<file path="config.mk">
export PLATFORM = sky130hd
export DESIGN_NAME = dpht_ctrl
export DESIGN_NICKNAME = d
export VERILOG_FILES = /design/src/hw/rtl/dpht_pkg.sv /design/src/hw/rtl/dpht_ctrl.sv
export SDC_FILE = /design/constraint.sdc
export NUM_CORES = 1
export LEC_CHECK = 0
export BUFFER_PORTS_ARGS = -buffer_cell sky130_fd_sc_hd__clkbuf_2
export CAP_MARGIN = 20
export CORE_AREA = 3 3 40 42
export DETAILED_ROUTE_END_ITERATION = 16
export DIE_AREA = 0 0 43 45
export PLACE_DENSITY = 0.65
export SYNTH_ARGS = -nofsm -noshare
export SYNTH_HDL_FRONTEND = slang
export SYNTH_SLANG_ARGS = --single-unit
</file>
<file path="constraint.sdc">
create_clock -name i_clk -period 1.5 [get_ports i_clk]
set_input_delay 0.225 -clock i_clk [delete_from_list [all_inputs] [get_ports i_clk]]
set_output_delay 0.225 -clock i_clk [all_outputs]
set_load 0.005 [all_outputs]
</file>
<file path="src/hw/rtl/dpht_pkg.sv">
`timescale 1ns / 1ps
// ----------------------------------------------------------------------------
// dpht_pkg: shared types and constants of the depth-preferred hash table
// Table geometry, item layouts, command codes and the controller/datapath
// command and status bundles.
// ----------------------------------------------------------------------------
package dpht_pkg;

    localparam int TABLE_ENTRIES = 65536;

    localparam int KEY_W     = 64;
    localparam int CFG_W     = 17;
    localparam int CFG_RESET = 65536;
    localparam int IDX_W     = (TABLE_ENTRIES > 1) ? $clog2(TABLE_ENTRIES) : 1;
    localparam int CNT_W     = $clog2(TABLE_ENTRIES + 1);

    // key bits folded into the remainder per cycle
    localparam int MOD_BITS  = 4;
    localparam int MOD_STEPS = KEY_W / MOD_BITS;
    localparam int STEP_W    = $clog2(MOD_STEPS);

    localparam logic [1:0] CMD_PROBE = 2'd0;
    localparam logic [1:0] CMD_STORE = 2'd1;
    localparam logic [1:0] CMD_CLEAR = 2'd2;

    typedef struct packed {
        logic [1:0]         command;
        logic [KEY_W-1:0]   key;
        logic [7:0]         new_depth;
        logic signed [15:0] new_score;
        logic [1:0]         new_flag;
        logic [15:0]        new_move;
    } t_in_item;

    typedef struct packed {
        logic               hit;
        logic [7:0]         found_depth;
        logic signed [15:0] found_score;
        logic [1:0]         found_flag;
        logic [15:0]        found_move;
    } t_out_item;

    typedef struct packed {
        logic [7:0]         depth;
        logic [1:0]         flag;
        logic [15:0]        move;
        logic signed [15:0] score;
    } t_payload;

    typedef struct packed {
        logic [KEY_W-1:0] tag;
        t_payload         payload;
    } t_entry;

    typedef struct packed {
        logic in_ready;
        logic ld_in;
        logic mod_step;
        logic rd;
        logic check;
        logic sweep;
        logic out_ld;
    } t_dp_cmd;

    typedef struct packed {
        logic       in_valid;
        logic [1:0] in_cmd;
        logic       sweep_last;
        logic       out_free;
    } t_dp_stat;

    // entry count as used for indexing: zero reads as one, too large as the table size
    function automatic logic [CNT_W-1:0] f_clamp_count(logic [CFG_W-1:0] v);
        logic [CNT_W-1:0] n;
        if (v == '0) begin
            n = CNT_W'(1);
        end else if (32'(v) > 32'(TABLE_ENTRIES)) begin
            n = CNT_W'(TABLE_ENTRIES);
        end else begin
            n = CNT_W'(v);
        end
        return n;
    endfunction

endpackage

</file>
<file path="src/hw/rtl/dpht_ctrl.sv">
`timescale 1ns / 1ps
// ----------------------------------------------------------------------------
// dpht_ctrl: command sequencer
// Steps each command through remainder, read, check/write and result
// delivery, and runs the clear sweeps after reset and on a clear command.
// ----------------------------------------------------------------------------
module dpht_ctrl import dpht_pkg::*; (
    input  logic     i_clk,
    input  logic     i_rst_n,
    input  t_dp_stat i_stat,
    output t_dp_cmd  o_cmd
);

    typedef enum logic [2:0] {
        S_INIT,
        S_IDLE,
        S_MOD,
        S_READ,
        S_CHECK,
        S_SWEEP,
        S_DONE
    } t_state;

    t_state            r_state;
    logic [STEP_W-1:0] r_step;

    always_comb begin
        o_cmd = '0;
        case (r_state)
            S_INIT: begin
                o_cmd.sweep = 1'b1;
            end
            S_IDLE: begin
                o_cmd.in_ready = 1'b1;
                o_cmd.ld_in    = i_stat.in_valid;
            end
            S_MOD: begin
                o_cmd.mod_step = 1'b1;
            end
            S_READ: begin
                o_cmd.rd = 1'b1;
            end
            S_CHECK: begin
                o_cmd.check = 1'b1;
            end
            S_SWEEP: begin
                o_cmd.sweep = 1'b1;
            end
            S_DONE: begin
                o_cmd.out_ld = i_stat.out_free;
            end
            default: begin
                o_cmd = '0;
            end
        endcase
    end

    always_ff @(posedge i_clk) begin
        if (!i_rst_n) begin
            r_state <= S_INIT;
            r_step  <= '0;
        end else begin
            case (r_state)
                S_INIT: begin
                    if (i_stat.sweep_last) begin
                        r_state <= S_IDLE;
                    end
                end
                S_IDLE: begin
                    if (i_stat.in_valid) begin
                        r_step <= '0;
                        if (i_stat.in_cmd == CMD_PROBE || i_stat.in_cmd == CMD_STORE) begin
                            r_state <= S_MOD;
                        end else if (i_stat.in_cmd == CMD_CLEAR) begin
                            r_state <= S_SWEEP;
                        end else begin
                            r_state <= S_DONE;
                        end
                    end
                end
                S_MOD: begin
                    r_step <= r_step + STEP_W'(1);
                    if (r_step == STEP_W'(MOD_STEPS - 1)) begin
                        r_state <= S_READ;
                    end
                end
                S_READ: begin
                    r_state <= S_CHECK;
                end
                S_CHECK: begin
                    r_state <= S_DONE;
                end
                S_SWEEP: begin
                    if (i_stat.sweep_last) begin
                        r_state <= S_DONE;
                    end
                end
                S_DONE: begin
                    if (i_stat.out_free) begin
                        r_state <= S_IDLE;
                    end
                end
                default: begin
                    r_state <= S_INIT;
                end
            endcase
        end
    end

    // one command at a time: a transfer closes the input until the result is out
    a_one_in_flight: assert property (@(posedge i_clk) disable iff (!i_rst_n)
        (o_cmd.in_ready && i_stat.in_valid) |=> !o_cmd.in_ready)
        else $error("input reopened right after a transfer");

    a_out_ld_free: assert property (@(posedge i_clk) disable iff (!i_rst_n)
        o_cmd.out_ld |-> i_stat.out_free)
        else $error("result loaded over an untaken result");

    a_init_closed: assert property (@(posedge i_clk) disable iff (!i_rst_n)
        $rose(i_rst_n) |-> (!o_cmd.in_ready && o_cmd.sweep))
        else $error("input open before the reset sweep");

endmodule

</file>
==> impl_metrics.py, run 1 <==
metrics = {
    "outcome": {
        "status": "finished, final reports clean",
    },
    "pwr": {
        "p_sw_share_pct": 39.4,
        "p_int_uw": 669,
        "p_total_mw": 1.10,
        "p_leak_nw": 0.275,
        "comb_power_share_pct": 56.0,
        "power_switching_uw": 434,
        "clockPowerShare_pct": 14.9,
        "p_per_area_nw_per_um2": 1650,
        "ir_drop_mv": 0.830,
        "seq_power_share_pct": 29.1,
    },
    "flow_run": {
        "drv_cap": 0,
    },
    "layout": {
        "area_growth_pct": 28.1,
        "finalNetCount": 89,
        "final_cell_count_no_fill": 95,
        "drive_above_1_share_pct": 40.0,
        "nFillCells": 128,
        "regArea_um2": 149,
        "final_cell_area_um2": 667,
        "final_util_pct": 51.9,
        "multi_input_area_um2": 363,
        "n_antenna_cell": 0,
    },
    "synthesis": {
        "synth_cell_types": 30,
        "synth_edf_count": 0,
        "ys_ff_latch": 7,
        "synth_warnings": 0,
        "synthesis.nets": 69,
        "yosysTopAreaCell": "dfxtp_1",
        "async_flop_share_pct": 0,
        "yosys-top-cells-count": "dfxtp_1, nand2_1, nor2_1",
        "yosysMostFrequentCell": "dfxtp_1",
        "synth_area_leaders": "dfxtp_1, mux2i_1, a21oi_2",
        "synth_area_um2": 520,
        "synth_ff_type": "dfxtp_1",
        "synth_top_area_share_pct": 26.9,
        "avgSynthCellArea_um2": 8.53,
        "syn_inst": 61,
        "ys_seq_area_share_pct": 26.9,
    },
    "sta": {
        "finalCritPeriodShare_pct": 96.6,
        "maxSlewViolCount": 0,
        "worstMarginPinSlew_ps": 414,
        "fmax_mhz": 690,
        "post-route-min-period_ps": 1450,
        "fin_skew_ps": 3.18,
        "holdWs_ps": 266,
        "hold_violations": 0,
        "rsz0062_at_grt": "true",
        "slew-limit-headroom_pct": 72.4,
        "setup_viol": 0,
    },
    "worst_setup_path": {
        "setup.worst_path.end_class": "output pin",
        "path_delay_family": "simple AND/OR/NAND/NOR gates",
        "crit_chain": "or2b_1, nor2_2, and2_1, clkbuf_2",
        "slowest_delay_ps": 380,
        "start_kind": "flop",
        "crit_type": "reg -> out",
        "crit_cells": 4,
        "cp-startpoint": "r_state[0]",
        "cp_max_fo": 7,
        "crit_buf_inv": 1,
        "crit_end": "o_cmd[5]",
        "reg2regPathDepth": 5,
        "crit_slowest_cell": "dfxtp_4",
        "reg2reg_to": "r_state[2]",
        "crit_required_ps": 1270,
        "reg2reg_from": "r_step[0]",
        "worstPathArrival_ps": 1220,
        "rrSetupSlack_ps": 210,
    },
    "clock_tree": {
        "htreeDepth": 1,
        "cts_root_buf": "clkbuf_4",
        "clk_path_buf_depth": 2,
        "clk_pin_slew_ps": 50,
        "cts_sinks": 7,
        "cts_tree": "yes",
        "clk_latency_ps": 250,
        "cts_hold_buf": 0,
        "cts_made_buffers": 3,
    },
    "grt": {
        "antenna_found_initial": 0,
        "track_usage_pct": 13.0,
        "grt_max_degree": 10,
        "grt_pass1_wl_mm": 1.86,
        "grt_pass1_vias": 433,
        "overflow": 0,
    },
    "min_path": {
        "hp-class": "in -> reg",
    },
    "route": {
        "drt-vias-per-instance": 5.28,
        "vias": 502,
        "drtPass1Iterations": 5,
        "wl_mm": 1.09,
        "drt_iter0_markers": 2,
        "antenna_left": 0,
        "wl_per_cell_um": 11.4,
        "drc": 0,
    },
    "die": {
        "num_rows": 13,
        "start_util_pct": 40.5,
        "die_w_um": 43,
        "die_h_um": 45,
        "io_pins": 14,
        "dieArea_um2": 1940,
        "core_area_um2": 1280,
    },
    "placed_design": {
        "dp_hpwl_um": 809,
        "routabilityCongestion": 0.756,
        "placed_cell_area_um2": 606,
        "io_buffers": 13,
        "place_inst": 89,
    },
}
cells by family (layout without fill, tap and decap cells):
logic type,count (synthesis),count (layout),synth area share (%)
simple gates,29,29,34.6
compound gates,16,16,23.8
flops,7,7,26.9
buf+inv,4,23,4.81
mux,3,3,5.77
fa+ha+maj,1,1,2.40
xor+xnor,1,1,1.68
power by group through the flow:
stage	sequential [mW]	clock, mW	combinational [mW]
after global placement	0.296	0	0.575
final	0.321	0.164	0.618
after floorplan	0.279	0	0.442
after global routing	0.340	0.185	0.698
after CTS	0.304	0.176	0.623
after detailed placement	0.297	0	0.573
layout by cell type (no fill, tap or decap), drive strengths merged, types with 2 or more instances in the layout:
cell type  Yosys  final
clkbuf         0     17
a21oi          7      7
dfxtp          7      7
nand2          6      6
nor2           5      5
buf            3      5
nand2b         4      4
nand3          3      3
mux2i          3      3
o21ai          3      3
or2b           2      2
nor2b          2      2
nor3b          2      2
a311oi         2      2
metal layers:
metal  up-vias  GRT usage (%)  routed length [um]
met5         -              0                   0
met2        17           18.9                 500
met4         0           1.81                   0
met3         0           7.57                  93
li1        262              -                   -
met1       223           17.1                 493
cell type report:
| class | count | area share [%] |
|---|---|---|
| multi-input combinational | 50 | 54.4 |
| inverter | 1 | 0.563 |
| clock buffer | 4 | 3.94 |
| sequential | 7 | 22.3 |
| tap | 15 | 2.81 |
| timing repair buffer | 18 | 15.9 |
sequential cells by signal, indices dropped and copies added, names as in the netlist:
| register | flops |
|---|---|
| r_step | 4 |
| r_state | 3 |
worst min path at each step:
stage | endpoint | slack (ps) | cells past startpoint | from
after floorplan | r_state[0] | 370 | 2 | i_rst_n
after global placement | r_step[1] | 510 | 2 | r_step[1]
after detailed placement | r_step[1] | 520 | 2 | r_step[1]
after CTS | r_state[0] | 260 | 3 | i_rst_n
after global routing | r_state[0] | 290 | 3 | i_rst_n
final | r_state[0] | 270 | 3 | i_rst_n
worst register-to-register path: stages, from the launching register on:
cell and delay, ps:
dfxtp_1 410, ha_1 220, nand3_1 110, a21oi_2 200
o31ai_1 110, mux2i_1 130
through the flow:
stage	TNS, ps	setup slack (ps)
global placement	0	188
detailed placement	0	184
floorplan	0	312
finish	0	50.3
global route	-33.1	-27.2
CTS	-31.5	-31.5
timing repair:
item,CTS,global route
gates resized for setup,4,5
setup buffers,2,1
pin swaps,2,2
setup endpoints to repair,2,5
Power figures use the tool's default switching activity.
==> run 2, diff against run 1 <==
--- a/config.mk
+++ b/config.mk
@@ -5,12 +5,12 @@
 export SDC_FILE = /design/constraint.sdc
 export NUM_CORES = 1
 export LEC_CHECK = 0
+export ABC_AREA = 0
 export BUFFER_PORTS_ARGS = -buffer_cell sky130_fd_sc_hd__clkbuf_2
 export CAP_MARGIN = 20
 export CORE_AREA = 3 3 40 42
 export DETAILED_ROUTE_END_ITERATION = 16
 export DIE_AREA = 0 0 43 45
-export PLACE_DENSITY = 0.65
 export SYNTH_ARGS = -nofsm -noshare
 export SYNTH_HDL_FRONTEND = slang
 export SYNTH_SLANG_ARGS = --single-unit
==> run 2 against run 1 <==
First-iteration DRC count grew 100%; clock power is essentially flat; clock skew shrank 2.3 ps; hold slack lost 1.1 ps; count of clock-buffer cells in the layout is the same; fmax grew 1.9%; largest cell class unchanged.
==> impl_metrics.py, run 2 (synthesis gave the netlist of run 1 again) <==
metrics = {
    "outcome": {
        "status": "finished, final reports clean",
    },
    "min_path": {
        "hp-start": "i_rst_n",
        "hold_depth": 3,
        "hold_path_end": "r_state[2]",
        "hp-class": "in -> reg",
    },
    "worst_setup_path": {
        "reg2reg_to": "r_step[3]",
        "setup.worst_path.end_class": "output pin",
        "worstPathArrival_ps": 1200,
        "slowest_delay_ps": 370,
        "crit_chain": "or2b_1, nor2_1, and2_1, clkbuf_2",
        "cp_max_fo": 6,
        "rrSetupSlack_ps": 120,
        "crit_buf_inv": 1,
        "crit_required_ps": 1270,
        "reg2reg_from": "r_state[0]",
        "start_kind": "flop",
        "path_delay_family": "simple AND/OR/NAND/NOR gates",
        "crit_type": "reg -> out",
        "crit_slowest_cell": "dfxtp_4",
        "reg2regPathDepth": 5,
    },
    "clock_tree": {
        "clk_latency_ps": 250,
        "cts_tree": "yes",
        "clk_path_buf_depth": 2,
        "cts_sinks": 7,
        "clk_pin_slew_ps": 50,
        "htreeDepth": 1,
        "cts_made_buffers": 3,
        "cts_root_buf": "clkbuf_4",
    },
    "layout": {
        "finalNetCount": 92,
        "top_register": "r_step",
        "largest_reg_flops": 4,
        "largestRegisters": "r_step: 4 flops, r_state: 3 flops",
        "drive_above_1_share_pct": 38.6,
        "layout_commonest_cell": "clkbuf_2",
        "final_cell_count_no_fill": 98,
        "area_growth_pct": 31.3,
        "regArea_um2": 149,
        "most-common-layout-cells": "clkbuf_2, buf_4, nand2_1",
        "nFillCells": 124,
        "multi_input_area_um2": 355,
        "n_antenna_cell": 0,
        "final_cell_area_um2": 683,
    },
    "die": {
        "num_rows": 13,
        "io_pins": 14,
        "die_w_um": 43,
        "dieArea_um2": 1940,
        "core_area_um2": 1280,
        "start_util_pct": 40.5,
        "die_h_um": 45,
    },
    "route": {
        "antenna_left": 0,
        "vias": 497,
        "wl_per_cell_um": 11.6,
        "drc": 0,
        "drt_iter0_markers": 4,
        "drtPass1Iterations": 2,
        "wl_mm": 1.13,
        "drt-vias-per-instance": 5.07,
    },
    "pwr": {
        "p_total_mw": 1.15,
        "seq_power_share_pct": 28.4,
        "comb_power_share_pct": 57.1,
        "p_int_uw": 700,
        "p_leak_nw": 0.301,
        "p_per_area_nw_per_um2": 1680,
        "power_switching_uw": 450,
        "p_sw_share_pct": 39.1,
        "clockPowerShare_pct": 14.5,
        "ir_drop_mv": 0.808,
    },
    "grt": {
        "grt_pass1_vias": 403,
        "antenna_found_initial": 0,
        "track_usage_pct": 11.4,
        "overflow": 0,
        "grt_max_degree": 15,
        "grt_pass1_wl_mm": 1.68,
    },
    "placed_design": {
        "placed_cell_area_um2": 613,
        "io_buffers": 13,
        "place_inst": 90,
        "routabilityCongestion": 0.708,
        "dp_hpwl_um": 804,
    },
    "sta": {
        "slew-limit-headroom_pct": 79.7,
        "setup_viol": 0,
        "holdWs_ps": 265,
        "worstMarginPinSlew_ps": 300,
        "fmax_mhz": 703,
        "hold_violations": 0,
        "fin_skew_ps": 0.878,
        "post-route-min-period_ps": 1420,
        "finalCritPeriodShare_pct": 94.9,
        "maxSlewViolCount": 0,
    },
    "flow_run": {
        "drv_cap": 0,
    },
}
==> run 2: cell count changes in the layout (fill, tap and decap cells not counted), sizes merged <==
| cell | change |
|---|---|
| buf | +2 |
| dlymetal6s2s | +1 |
==> run 2: worst max-delay path by stage <==
stage	startpoint	to	slack, ps	cells past startpoint
CTS	r_state[0]	o_cmd[5]	20	4
finish	r_state[0]	o_cmd[5]	80	4
global placement	r_state[0]	r_step[1]	140	5
floorplan	r_state[1]	o_cmd[5]	310	4
detailed placement	r_state[0]	r_state[2]	170	4
global route	r_state[0]	o_cmd[5]	-0.6	4
==> run 2: per-layer routing <==
| layer | GRT usage [%] | part of all wire (%) | routed length, um | up-vias |
|---|---|---|---|---|
| met2 | 17.4 | 44 | 501 | 11 |
| met3 | 5.18 | 6.1 | 69 | 0 |
| met1 | 15.2 | 50 | 563 | 218 |
| met4 | 1.81 | 0 | 0 | 0 |
| met5 | 0 | 0 | 0 | - |
| li1 | - | - | - | 268 |
==> run 2: per-stage QoR <==
| stage | TNS (ps) | worst slack [ps] | utilization (%) |
|---|---|---|---|
| after floorplan | 0 | 312 | - |
| after global placement | 0 | 144 | 47.7 |
| after global routing | -0.554 | -0.554 | 53.2 |
| after detailed placement | 0 | 165 | 47.7 |
| after CTS | 0 | 19.7 | 49.6 |
| final | 0 | 77.2 | 53.2 |
==> run 2: power by group through the flow <==
| stage | Sequential, mW | Clock, mW | Combinational (mW) |
|---|---|---|---|
| 2_1_floorplan | 0.279 | 0 | 0.442 |
| 3_3_place_gp | 0.303 | 0 | 0.593 |
| 3_5_place_dp | 0.306 | 0 | 0.590 |
| 4_1_cts | 0.341 | 0.175 | 0.544 |
| 5_1_grt | 0.338 | 0.190 | 0.723 |
| 6_report | 0.326 | 0.167 | 0.657 |
==> run 2: cell type report <==
| cell class | instances | area share [%] |
|---|---|---|
| multi-input combinational | 50 | 52.0 |
| timing repair buffer | 21 | 19.0 |
| clock buffer | 4 | 3.85 |
| inverter | 1 | 0.549 |
| tap | 15 | 2.75 |
| sequential | 7 | 21.8 |
==> run 2: worst reg2reg max path, delay by kind of cell, from the launching register on <==
family                 cells  cell delay (ps)
flip-flops                 1              360
buffers and inverters      2              330
AO/OA/AOI/OAI              2              360
AND/OR/NAND/NOR            1              240
==> run 2: what timing repair did <==
item                       4_1_cts  5_1_grt
gates resized for setup          3        2
hold buffers                     0        0
pin swaps                        1        1
setup endpoints to repair        2        4
setup buffers                    0        5
